<file path="config.mk">
export PLATFORM = sky130hd
export DESIGN_NAME = trimmed_mean_window_filter_top
export DESIGN_NICKNAME = d
export VERILOG_FILES = /design/src/tmwf_pkg.sv /design/src/tmwf_store.sv /design/src/tmwf_acc.sv /design/src/tmwf_div.sv /design/src/trimmed_mean_window_filter_top.sv
export VERILOG_INCLUDE_DIRS = /design/src /design/src/src
export SDC_FILE = /design/constraint.sdc
export NUM_CORES = 2
export LEC_CHECK = 0
export BUFFER_PORTS_ARGS = -buffer_cell sky130_fd_sc_hd__buf_4
export CAP_MARGIN = 20
export CORE_ASPECT_RATIO = 1.5
export CORE_MARGIN = 10
export CORE_UTILIZATION = 60
export DETAILED_ROUTE_END_ITERATION = 8
export PLACE_DENSITY = 0.87
export SLEW_MARGIN = 20
export SYNTH_ARGS = -nofsm -noshare
export SYNTH_HDL_FRONTEND = slang
export SYNTH_SLANG_ARGS = --single-unit
</file>
<file path="constraint.sdc">
create_clock -name aclk -period 6.6 [get_ports aclk]
set_clock_uncertainty 0.2 [all_clocks]
set_input_delay 0.66 -clock aclk [delete_from_list [all_inputs] [get_ports aclk]]
set_output_delay 0.66 -clock aclk [all_outputs]
set_load 0.02 [all_outputs]
</file>
<file path="src/trimmed_mean_window_filter_top_macros.svh">
// Assertion macros shared by the trimmed-mean window filter RTL.
`ifndef TRIMMED_MEAN_WINDOW_FILTER_TOP_MACROS_SVH
`define TRIMMED_MEAN_WINDOW_FILTER_TOP_MACROS_SVH
`ifndef SYNTH
// Same-cycle implication, clocked and gated by reset.
`define TMWF_ASSERT(lbl, clk, rstn, prop) \
    lbl: assert property (@(posedge clk) disable iff (!rstn) (prop)) \
        else $error("tmwf assertion failed");
// Antecedent this cycle, consequent on the next.
`define TMWF_ASSERT_NEXT(lbl, clk, rstn, ante, cons) \
    lbl: assert property (@(posedge clk) disable iff (!rstn) (ante) |=> (cons)) \
        else $error("tmwf assertion failed");
`else
`define TMWF_ASSERT(lbl, clk, rstn, prop)
`define TMWF_ASSERT_NEXT(lbl, clk, rstn, ante, cons)
`endif
`endif

</file>
<file path="src/tmwf_pkg.sv">
// Shared types and constants of the trimmed-mean window filter.
`timescale 1ns / 1ps

package tmwf_pkg;

    localparam int SAMPLE_W = 16;
    localparam int CHAN_W   = 2;

    typedef enum logic [1:0] {
        ST_IDLE,
        ST_SCAN,
        ST_WAIT,
        ST_LOAD
    } state_t;

    // Tags one read-data word of the window scan.
    typedef struct packed {
        logic valid;
        logic first;
        logic last;
        logic live;     // entry has been written since reset
    } scan_t;

endpackage

</file>
<file path="src/tmwf_store.sv">
// Sample store: one write port, one registered read port.
`timescale 1ns / 1ps

module tmwf_store #(
    parameter int DEPTH = 48,
    parameter int AW    = 6
) (
    input  logic                          aclk,
    input  logic                          wr_en,
    input  logic [AW-1:0]                 wr_addr,
    input  logic [tmwf_pkg::SAMPLE_W-1:0] wr_data,
    input  logic [AW-1:0]                 rd_addr,
    output logic [tmwf_pkg::SAMPLE_W-1:0] rd_data
);

    logic [tmwf_pkg::SAMPLE_W-1:0] mem [DEPTH];
    logic [tmwf_pkg::SAMPLE_W-1:0] rd_data_reg;

    // Writes and scan reads never hit the same cycle, so no bypass.
    always_ff @(posedge aclk) begin
        if (wr_en) begin
            mem[wr_addr] <= wr_data;
        end
        rd_data_reg <= mem[rd_addr];
    end

    assign rd_data = rd_data_reg;

endmodule

</file>
<file path="src/tmwf_acc.sv">
// Window scan accumulator: running sum, largest and smallest sample.
`timescale 1ns / 1ps
`include "trimmed_mean_window_filter_top_macros.svh"

module tmwf_acc #(
    parameter int SW = 21
) (
    input  logic                          aclk,
    input  logic                          aresetn,
    input  tmwf_pkg::scan_t               scan,
    input  logic [tmwf_pkg::SAMPLE_W-1:0] rd_data,
    output logic                          done,
    output logic signed [SW-1:0]          trim
);

    localparam int XW = SW - tmwf_pkg::SAMPLE_W;

    logic signed [SW-1:0]                 sum_reg, sum_next;
    logic signed [tmwf_pkg::SAMPLE_W-1:0] hi_reg, hi_next;
    logic signed [tmwf_pkg::SAMPLE_W-1:0] lo_reg, lo_next;
    logic signed [tmwf_pkg::SAMPLE_W-1:0] elem;
    logic signed [SW-1:0]                 elem_x, hi_x, lo_x;
    logic                                 done_reg;

    // never-written entries count as zero
    assign elem   = scan.live ? $signed(rd_data) : '0;
    assign elem_x = {{XW{elem[tmwf_pkg::SAMPLE_W-1]}}, elem};
    assign hi_x   = {{XW{hi_reg[tmwf_pkg::SAMPLE_W-1]}}, hi_reg};
    assign lo_x   = {{XW{lo_reg[tmwf_pkg::SAMPLE_W-1]}}, lo_reg};

    always_comb begin
        sum_next = sum_reg;
        hi_next  = hi_reg;
        lo_next  = lo_reg;
        if (scan.valid) begin
            if (scan.first) begin
                sum_next = elem_x;
                hi_next  = elem;
                lo_next  = elem;
            end else begin
                sum_next = sum_reg + elem_x;
                if (elem > hi_reg) begin
                    hi_next = elem;
                end
                if (elem < lo_reg) begin
                    lo_next = elem;
                end
            end
        end
    end

    always_ff @(posedge aclk) begin
        sum_reg <= sum_next;
        hi_reg  <= hi_next;
        lo_reg  <= lo_next;
    end

    always_ff @(posedge aclk) begin
        if (!aresetn) begin
            done_reg <= 1'b0;
        end else begin
            done_reg <= scan.valid && scan.last;
        end
    end

    assign done = done_reg;
    assign trim = sum_reg - hi_x - lo_x;

    `TMWF_ASSERT(a_hi_not_below_lo, aclk, aresetn, (scan.valid && !scan.first) |-> hi_reg >= lo_reg)

endmodule

</file>
<file path="src/tmwf_div.sv">
// Signed divide by a constant, truncating toward zero, three stages.
`timescale 1ns / 1ps

module tmwf_div #(
    parameter int SW      = 21,
    parameter int DIVISOR = 10
) (
    input  logic                          aclk,
    input  logic                          aresetn,
    input  logic                          in_valid,
    input  logic signed [SW-1:0]          in_data,
    output logic                          out_valid,
    output logic [tmwf_pkg::SAMPLE_W-1:0] out_data
);

    // floor(n / D) = (n * M) >> S for every n below 2**SW
    localparam int          L     = $clog2(DIVISOR);
    localparam int          S     = SW + L;
    localparam int          MW    = SW + 1;
    localparam int          PRW   = SW + MW;
    localparam logic [63:0] M64   = ((64'd1 << S) + 64'(DIVISOR) - 64'd1) / 64'(DIVISOR);
    localparam logic [MW-1:0] RECIP = M64[MW-1:0];

    logic                          v1_reg, v2_reg, v3_reg;
    logic                          neg1_reg, neg2_reg;
    logic [SW-1:0]                 mag_reg;
    logic [PRW-1:0]                prod_reg;
    logic [tmwf_pkg::SAMPLE_W-1:0] quot;
    logic [tmwf_pkg::SAMPLE_W-1:0] res_reg;

    assign quot = prod_reg[S +: tmwf_pkg::SAMPLE_W];

    always_ff @(posedge aclk) begin
        if (in_valid) begin
            neg1_reg <= in_data[SW-1];
            mag_reg  <= in_data[SW-1] ? SW'(-in_data) : SW'(in_data);
        end
        if (v1_reg) begin
            neg2_reg <= neg1_reg;
            prod_reg <= PRW'(mag_reg) * PRW'(RECIP);
        end
        if (v2_reg) begin
            res_reg <= neg2_reg ? -quot : quot;
        end
    end

    always_ff @(posedge aclk) begin
        if (!aresetn) begin
            v1_reg <= 1'b0;
            v2_reg <= 1'b0;
            v3_reg <= 1'b0;
        end else begin
            v1_reg <= in_valid;
            v2_reg <= v1_reg;
            v3_reg <= v2_reg;
        end
    end

    assign out_valid = v3_reg;
    assign out_data  = res_reg;

endmodule

</file>
<file path="src/trimmed_mean_window_filter_top.sv">
// Top level of the multi-channel trimmed-mean window filter.
`timescale 1ns / 1ps
`include "trimmed_mean_window_filter_top_macros.svh"

// Each input transaction carries one signed 16-bit sample (s_tdata) and a
// channel number (s_tuser, reduced modulo CHANNELS). The sample overwrites the
// oldest of that channel's WINDOW stored samples; the block then returns one
// result: the sum of the channel's window minus one copy of its largest and
// one of its smallest sample, divided by WINDOW-2 and truncated toward zero.
// After reset every window reads as zeros; a per-channel fill flag masks
// entries not yet written, so no clearing pass is needed and the block is
// ready straight out of reset. One transaction is processed at a time: the
// window scan reads the sample store through its single read port, one entry
// per cycle, followed by the three-stage reciprocal divider. The result sits
// in an output register, so a new sample is accepted while the previous
// result still waits on m_tready.

module trimmed_mean_window_filter_top #(
    parameter int WINDOW   = 12,
    parameter int CHANNELS = 4
) (
    input  logic                          aclk,
    input  logic                          aresetn,
    // input stream
    input  logic                          s_tvalid,
    output logic                          s_tready,
    input  logic [tmwf_pkg::SAMPLE_W-1:0] s_tdata,   // [15:0] sample
    input  logic [tmwf_pkg::CHAN_W-1:0]   s_tuser,   // [1:0] channel
    // result stream
    output logic                          m_tvalid,
    input  logic                          m_tready,
    output logic [tmwf_pkg::SAMPLE_W-1:0] m_tdata    // [15:0] filtered
);

    localparam int DEPTH   = CHANNELS * WINDOW;
    localparam int AW      = $clog2(DEPTH);
    localparam int PW      = $clog2(WINDOW);
    localparam int CHW     = (CHANNELS > 1) ? $clog2(CHANNELS) : 1;
    localparam int SW      = 17 + $clog2(WINDOW);   // signed window sum
    localparam int DIVISOR = WINDOW - 2;

    localparam logic [PW-1:0] POS_LAST = PW'(WINDOW - 1);
    localparam logic [4:0]    CH_COUNT = 5'(CHANNELS);

    tmwf_pkg::state_t state_reg, state_next;

    logic [PW-1:0]       wpos_reg [CHANNELS];  // next write slot per channel
    logic [CHANNELS-1:0] full_reg;             // window wrapped at least once

    logic [4:0]          ch_wide;
    logic [CHW-1:0]      ch_sel;
    logic [PW-1:0]       wp_cur;
    logic                full_cur;
    logic                pos_wrap;
    logic [AW-1:0]       base_cur;
    logic [AW-1:0]       wr_addr;
    logic                accept;

    // scan of the current transaction
    logic [AW-1:0]       base_reg;
    logic [PW-1:0]       lim_reg;              // slot just written
    logic                fill_reg;             // whole window written
    logic [PW-1:0]       k_reg;
    tmwf_pkg::scan_t     scan_reg;
    logic [AW-1:0]       rd_addr;
    logic [tmwf_pkg::SAMPLE_W-1:0] rd_data;

    logic                acc_done;
    logic signed [SW-1:0] acc_trim;
    logic                div_valid;
    logic [tmwf_pkg::SAMPLE_W-1:0] div_data;

    logic                scan_issue;
    logic                load_en;
    logic                m_tvalid_reg;
    logic [tmwf_pkg::SAMPLE_W-1:0] m_tdata_reg;

    // channel modulo CHANNELS, at most three subtractions on a 2-bit value
    always_comb begin
        ch_wide = {3'b000, s_tuser};
        for (int i = 0; i < 3; i++) begin
            if (ch_wide >= CH_COUNT) begin
                ch_wide = ch_wide - CH_COUNT;
            end
        end
    end

    assign ch_sel   = ch_wide[CHW-1:0];
    assign wp_cur   = wpos_reg[ch_sel];
    assign full_cur = full_reg[ch_sel];
    assign pos_wrap = (wp_cur == POS_LAST);
    assign base_cur = AW'(ch_sel) * AW'(WINDOW);
    assign wr_addr  = base_cur + AW'(wp_cur);
    assign accept   = s_tvalid && s_tready;
    assign rd_addr  = base_reg + AW'(k_reg);

    // ---- control FSM ----
    always_comb begin
        state_next = state_reg;
        case (state_reg)
            tmwf_pkg::ST_IDLE: begin
                if (s_tvalid) begin
                    state_next = tmwf_pkg::ST_SCAN;
                end
            end
            tmwf_pkg::ST_SCAN: begin
                if (k_reg == POS_LAST) begin
                    state_next = tmwf_pkg::ST_WAIT;
                end
            end
            tmwf_pkg::ST_WAIT: begin
                if (div_valid) begin
                    state_next = tmwf_pkg::ST_LOAD;
                end
            end
            tmwf_pkg::ST_LOAD: begin
                if (!m_tvalid_reg || m_tready) begin
                    state_next = tmwf_pkg::ST_IDLE;
                end
            end
            default: begin
                state_next = tmwf_pkg::ST_IDLE;
            end
        endcase
    end

    always_comb begin
        s_tready   = 1'b0;
        scan_issue = 1'b0;
        load_en    = 1'b0;
        case (state_reg)
            tmwf_pkg::ST_IDLE: begin
                s_tready = 1'b1;
            end
            tmwf_pkg::ST_SCAN: begin
                scan_issue = 1'b1;
            end
            tmwf_pkg::ST_LOAD: begin
                load_en = !m_tvalid_reg || m_tready;
            end
            default: begin
                s_tready = 1'b0;
            end
        endcase
    end

    always_ff @(posedge aclk) begin
        if (!aresetn) begin
            state_reg <= tmwf_pkg::ST_IDLE;
        end else begin
            state_reg <= state_next;
        end
    end

    // ---- per-channel write pointers and fill flags ----
    always_ff @(posedge aclk) begin
        if (!aresetn) begin
            for (int c = 0; c < CHANNELS; c++) begin
                wpos_reg[c] <= '0;
            end
            full_reg <= '0;
        end else if (accept) begin
            wpos_reg[ch_sel] <= pos_wrap ? '0 : wp_cur + 1'b1;
            if (pos_wrap) begin
                full_reg[ch_sel] <= 1'b1;
            end
        end
    end

    // transaction context, captured on acceptance
    always_ff @(posedge aclk) begin
        if (accept) begin
            base_reg <= base_cur;
            lim_reg  <= wp_cur;
            fill_reg <= full_cur || pos_wrap;
        end
    end

    // scan counter and tag for the word coming back from the store
    always_ff @(posedge aclk) begin
        if (!aresetn) begin
            k_reg    <= '0;
            scan_reg <= '0;
        end else begin
            if (accept) begin
                k_reg <= '0;
            end else if (scan_issue) begin
                k_reg <= (k_reg == POS_LAST) ? '0 : k_reg + 1'b1;
            end
            scan_reg.valid <= scan_issue;
            scan_reg.first <= (k_reg == '0);
            scan_reg.last  <= (k_reg == POS_LAST);
            scan_reg.live  <= fill_reg || (k_reg <= lim_reg);
        end
    end

    tmwf_store #(
        .DEPTH (DEPTH),
        .AW    (AW)
    ) u_store (
        .aclk    (aclk),
        .wr_en   (accept),
        .wr_addr (wr_addr),
        .wr_data (s_tdata),
        .rd_addr (rd_addr),
        .rd_data (rd_data)
    );

    tmwf_acc #(
        .SW (SW)
    ) u_acc (
        .aclk    (aclk),
        .aresetn (aresetn),
        .scan    (scan_reg),
        .rd_data (rd_data),
        .done    (acc_done),
        .trim    (acc_trim)
    );

    tmwf_div #(
        .SW      (SW),
        .DIVISOR (DIVISOR)
    ) u_div (
        .aclk      (aclk),
        .aresetn   (aresetn),
        .in_valid  (acc_done),
        .in_data   (acc_trim),
        .out_valid (div_valid),
        .out_data  (div_data)
    );

    // ---- output register ----
    always_ff @(posedge aclk) begin
        if (!aresetn) begin
            m_tvalid_reg <= 1'b0;
        end else if (load_en) begin
            m_tvalid_reg <= 1'b1;
        end else if (m_tready) begin
            m_tvalid_reg <= 1'b0;
        end
    end

    always_ff @(posedge aclk) begin
        if (load_en) begin
            m_tdata_reg <= div_data;
        end
    end

    assign m_tvalid = m_tvalid_reg;
    assign m_tdata  = m_tdata_reg;

    `TMWF_ASSERT(a_div_only_when_waiting, aclk, aresetn, div_valid |-> state_reg == tmwf_pkg::ST_WAIT)
    `TMWF_ASSERT(a_wpos_in_window, aclk, aresetn, wp_cur <= POS_LAST)
    `TMWF_ASSERT_NEXT(a_scan_tags_last, aclk, aresetn, (state_reg == tmwf_pkg::ST_SCAN && k_reg == POS_LAST), (scan_reg.valid && scan_reg.last))

endmodule

</file>
==> run summary <==
Fmax: 0.157 GHz
CTS tree: built
Setup CP Type: reg -> reg
port buffer count: 39
row cnt: 125
IO Pins: 40
routed len/inst: 30.8 um
CTS H-Tree Depth: 3
Final #Nets: 3355
CP delay by family, top: adder cells
CTS Root Cell: clkbuf_16
GRT Residual Overflow: 0
Die X: 248 um
CTS Buf Count: 84
first-pass GRT wire length: 181000 um
Final GP Congestion: 0.929
pwr dens: 327 nW/um^2
crit path launch type: register
final hold slack: 84.7 ps
max reg flops: 768
# Post-CTS Setup Buffers: 0
largest net degree at the start of global routing: 119
initial antenna violation count: 2
Final Max Tran Viols: 0
crit path buf inv count: 3
Hold Fails Final Rpt: 0
Slowest-stage cell, CP: ha_1
overall power: 16800 uW
Starting Density: 60.4%
dpl hpwl: 76000 um
Worst EP arrival: 6580 ps
Post-Syn Area: 46700 um^2
Setup Viol. Count Final: 0
core area: 77300 um^2
Die Span Y: 362 um
fin crit period: 6380 ps
worst stage delay on the critical path: 520 ps
Pleak: 0.0186 uW
Crit. End Element: register
clk_lat worst skew: 680 ps
dpl ws: 118 ps
Layout area overhead: 10.1%
Syn Nets: 3241
Hold Path Class: in -> reg
Seq/Total Area, Yosys: 60.5%
main flop type after synthesis: edfxtp_1
fin crit share: 96.7%
outcome: finished clean
peak supply drop: 0.000416 V
via count: 26.1k
worst path required time: 6800 ps
crit-path max FO: 7
Placed Cells: 3813
Cells after Synth: 2769
Yosys reg bits: 952
fin cells: 3970
synth warn: 0
ANT nets after route: 0
max cap viols: 0
post-synthesis async set-or-reset flop share: 0%
Syn Area/Cell: 16.9 um^2
residual DRC count: 0
vias per inst: 6.57
Cell Chain, Critical Path: ha_1 > xor2_1 > ha_1 > inv_1 > fa_1 > fa_1 > fa_1 > inv_1 > fa_1 > ha_1 > ha_1 > a21o_1 > a21oi_1 > o21ai_0 > a21oi_2 > a2bb2oi_1 > o21ai_1 > o41ai_1 > buf_4 > o21bai_1 > xnor2_1
Iter 0 DRT Violations: 2853
Reg clk slew, reported paths: 80 ps
Post-synth EDFFs: 917
setup slack after layout: 219 ps
die footprint: 89600 um^2
GRT Overall Usage: 27.8%
CTS max path bufs: 3
drt pass-1 iters: 5
Slew HR: 23.0%
fraction of layout cells with a size suffix above 1: 17.6%
Least-Margin Pin Slew: 1150 ps
synth unique cells: 72
vias in the first global route: 27.7k
DRT Wirelength: 122000 um
clk sinks: 952
[cell usage after synthesis (51+ instances only)]
master,n,share of area [%]
mux4_2,245,12
nand2_1,78,0.63
clkbuf_1,51,0.41
edfxtp_1,917,59
xor2_1,55,1.0
o21ai_0,56,0.60
a21oi_1,88,0.94
xnor2_1,62,1.2
fa_1,159,6.8
inv_1,263,2.1
nor2_1,129,1.0
ha_1,291,7.8
[tightest hold or removal path: stages]
cell     delay [ps]
buf_4            80
nor2b_1          60
nor2_1           90
nor2_1           40
[cells by family (layout without fill, tap and decap cells)]
kind of cell / after synthesis / in the layout / share of synthesized area [%]
fa+ha+maj: 450 / 450 / 14.6
simple gates: 358 / 358 / 3.72
compound gates: 278 / 278 / 3.79
other cells: 0 / 2 / 0
buf+inv: 345 / 528 / 2.82
xor+xnor: 118 / 118 / 2.23
flops: 952 / 952 / 60.5
mux: 268 / 268 / 12.3
[stage by stage]
stage	utilization [%]	instance area (um^2)	setup TNS, ps
after global placement	62.8	48600	0
after detailed placement	62.9	48600	0
after floorplan	-	46700	0
after global routing	66.5	51400	-13.4
after CTS	66.5	51400	0
final	66.5	51400	0
[power breakdown]
group / switching (uW) / total [uW] / internal, uW
sequential: 154 / 7210 / 7050
combinational: 2720 / 4610 / 1880
clock: 2280 / 5000 / 2720
total: 5160 / 16800 / 11700
[final timing paths]
check                                             startpoint                            to  slack, ps  cells past startpoint
worst max-delay path              u_div.mag_reg[8]$_DFFE_PP_  u_div.prod_reg[40]$_DFFE_PP_        220                     21
worst min-delay path                                m_tready         m_tvalid$_SDFFE_PN0P_         80                      4
worst max register to register    u_div.mag_reg[8]$_DFFE_PP_  u_div.prod_reg[40]$_DFFE_PP_        220                     21
worst min register to register  u_div.out_data[13]$_DFFE_PP_         m_tdata[13]$_DFFE_PP_        210                      0
[layout by cell type (no fill, tap or decap), drive strengths merged, types with 6 or more instances in the layout]
cell	count
edfxtp	917
buf	109
and2	33
or2	9
nor3	7
fa	159
nor2b	18
nand3	19
o21ai	58
dfxtp	35
mux2i	18
clkinv	29
xnor2	63
nand4	13
a31oi	15
clkbuf	115
mux4	245
o31ai	9
nand2b	12
o21a	17
or3	6
nor2	129
and3	12
nand2	78
a21oi	88
xor2	55
bufinv	6
o31a	6
a21o	40
inv	267
ha	291
[routing by layer]
| layer | part of all wire (%) | track usage, % | wire [um] |
|---|---|---|---|
| met3 | 7.0 | 4.46 | 8580 |
| met4 | 7.2 | 17.1 | 8740 |
| met5 | 0.0065 | 0 | 8 |
| met1 | 32 | 30.2 | 38900 |
| met2 | 54 | 50.0 | 66000 |
[final cells by class]
class,instances,area (um^2)
antenna,2,5.00
clock buffer,115,2300
clock inverter,40,455
fill,4826,25800
inverter,264,991
multi-input combinational,1472,17300
sequential,952,28200
tap,1016,1270
timing repair buffer,109,863
[what timing repair did]
| item | in CTS | in global routing |
|---|---|---|
| hold buffers | 0 | 0 |
| gates resized for setup | 0 | 4 |
| endpoints found under the setup margin | 0 | 4 |
(Power assumes the default switching activity.)
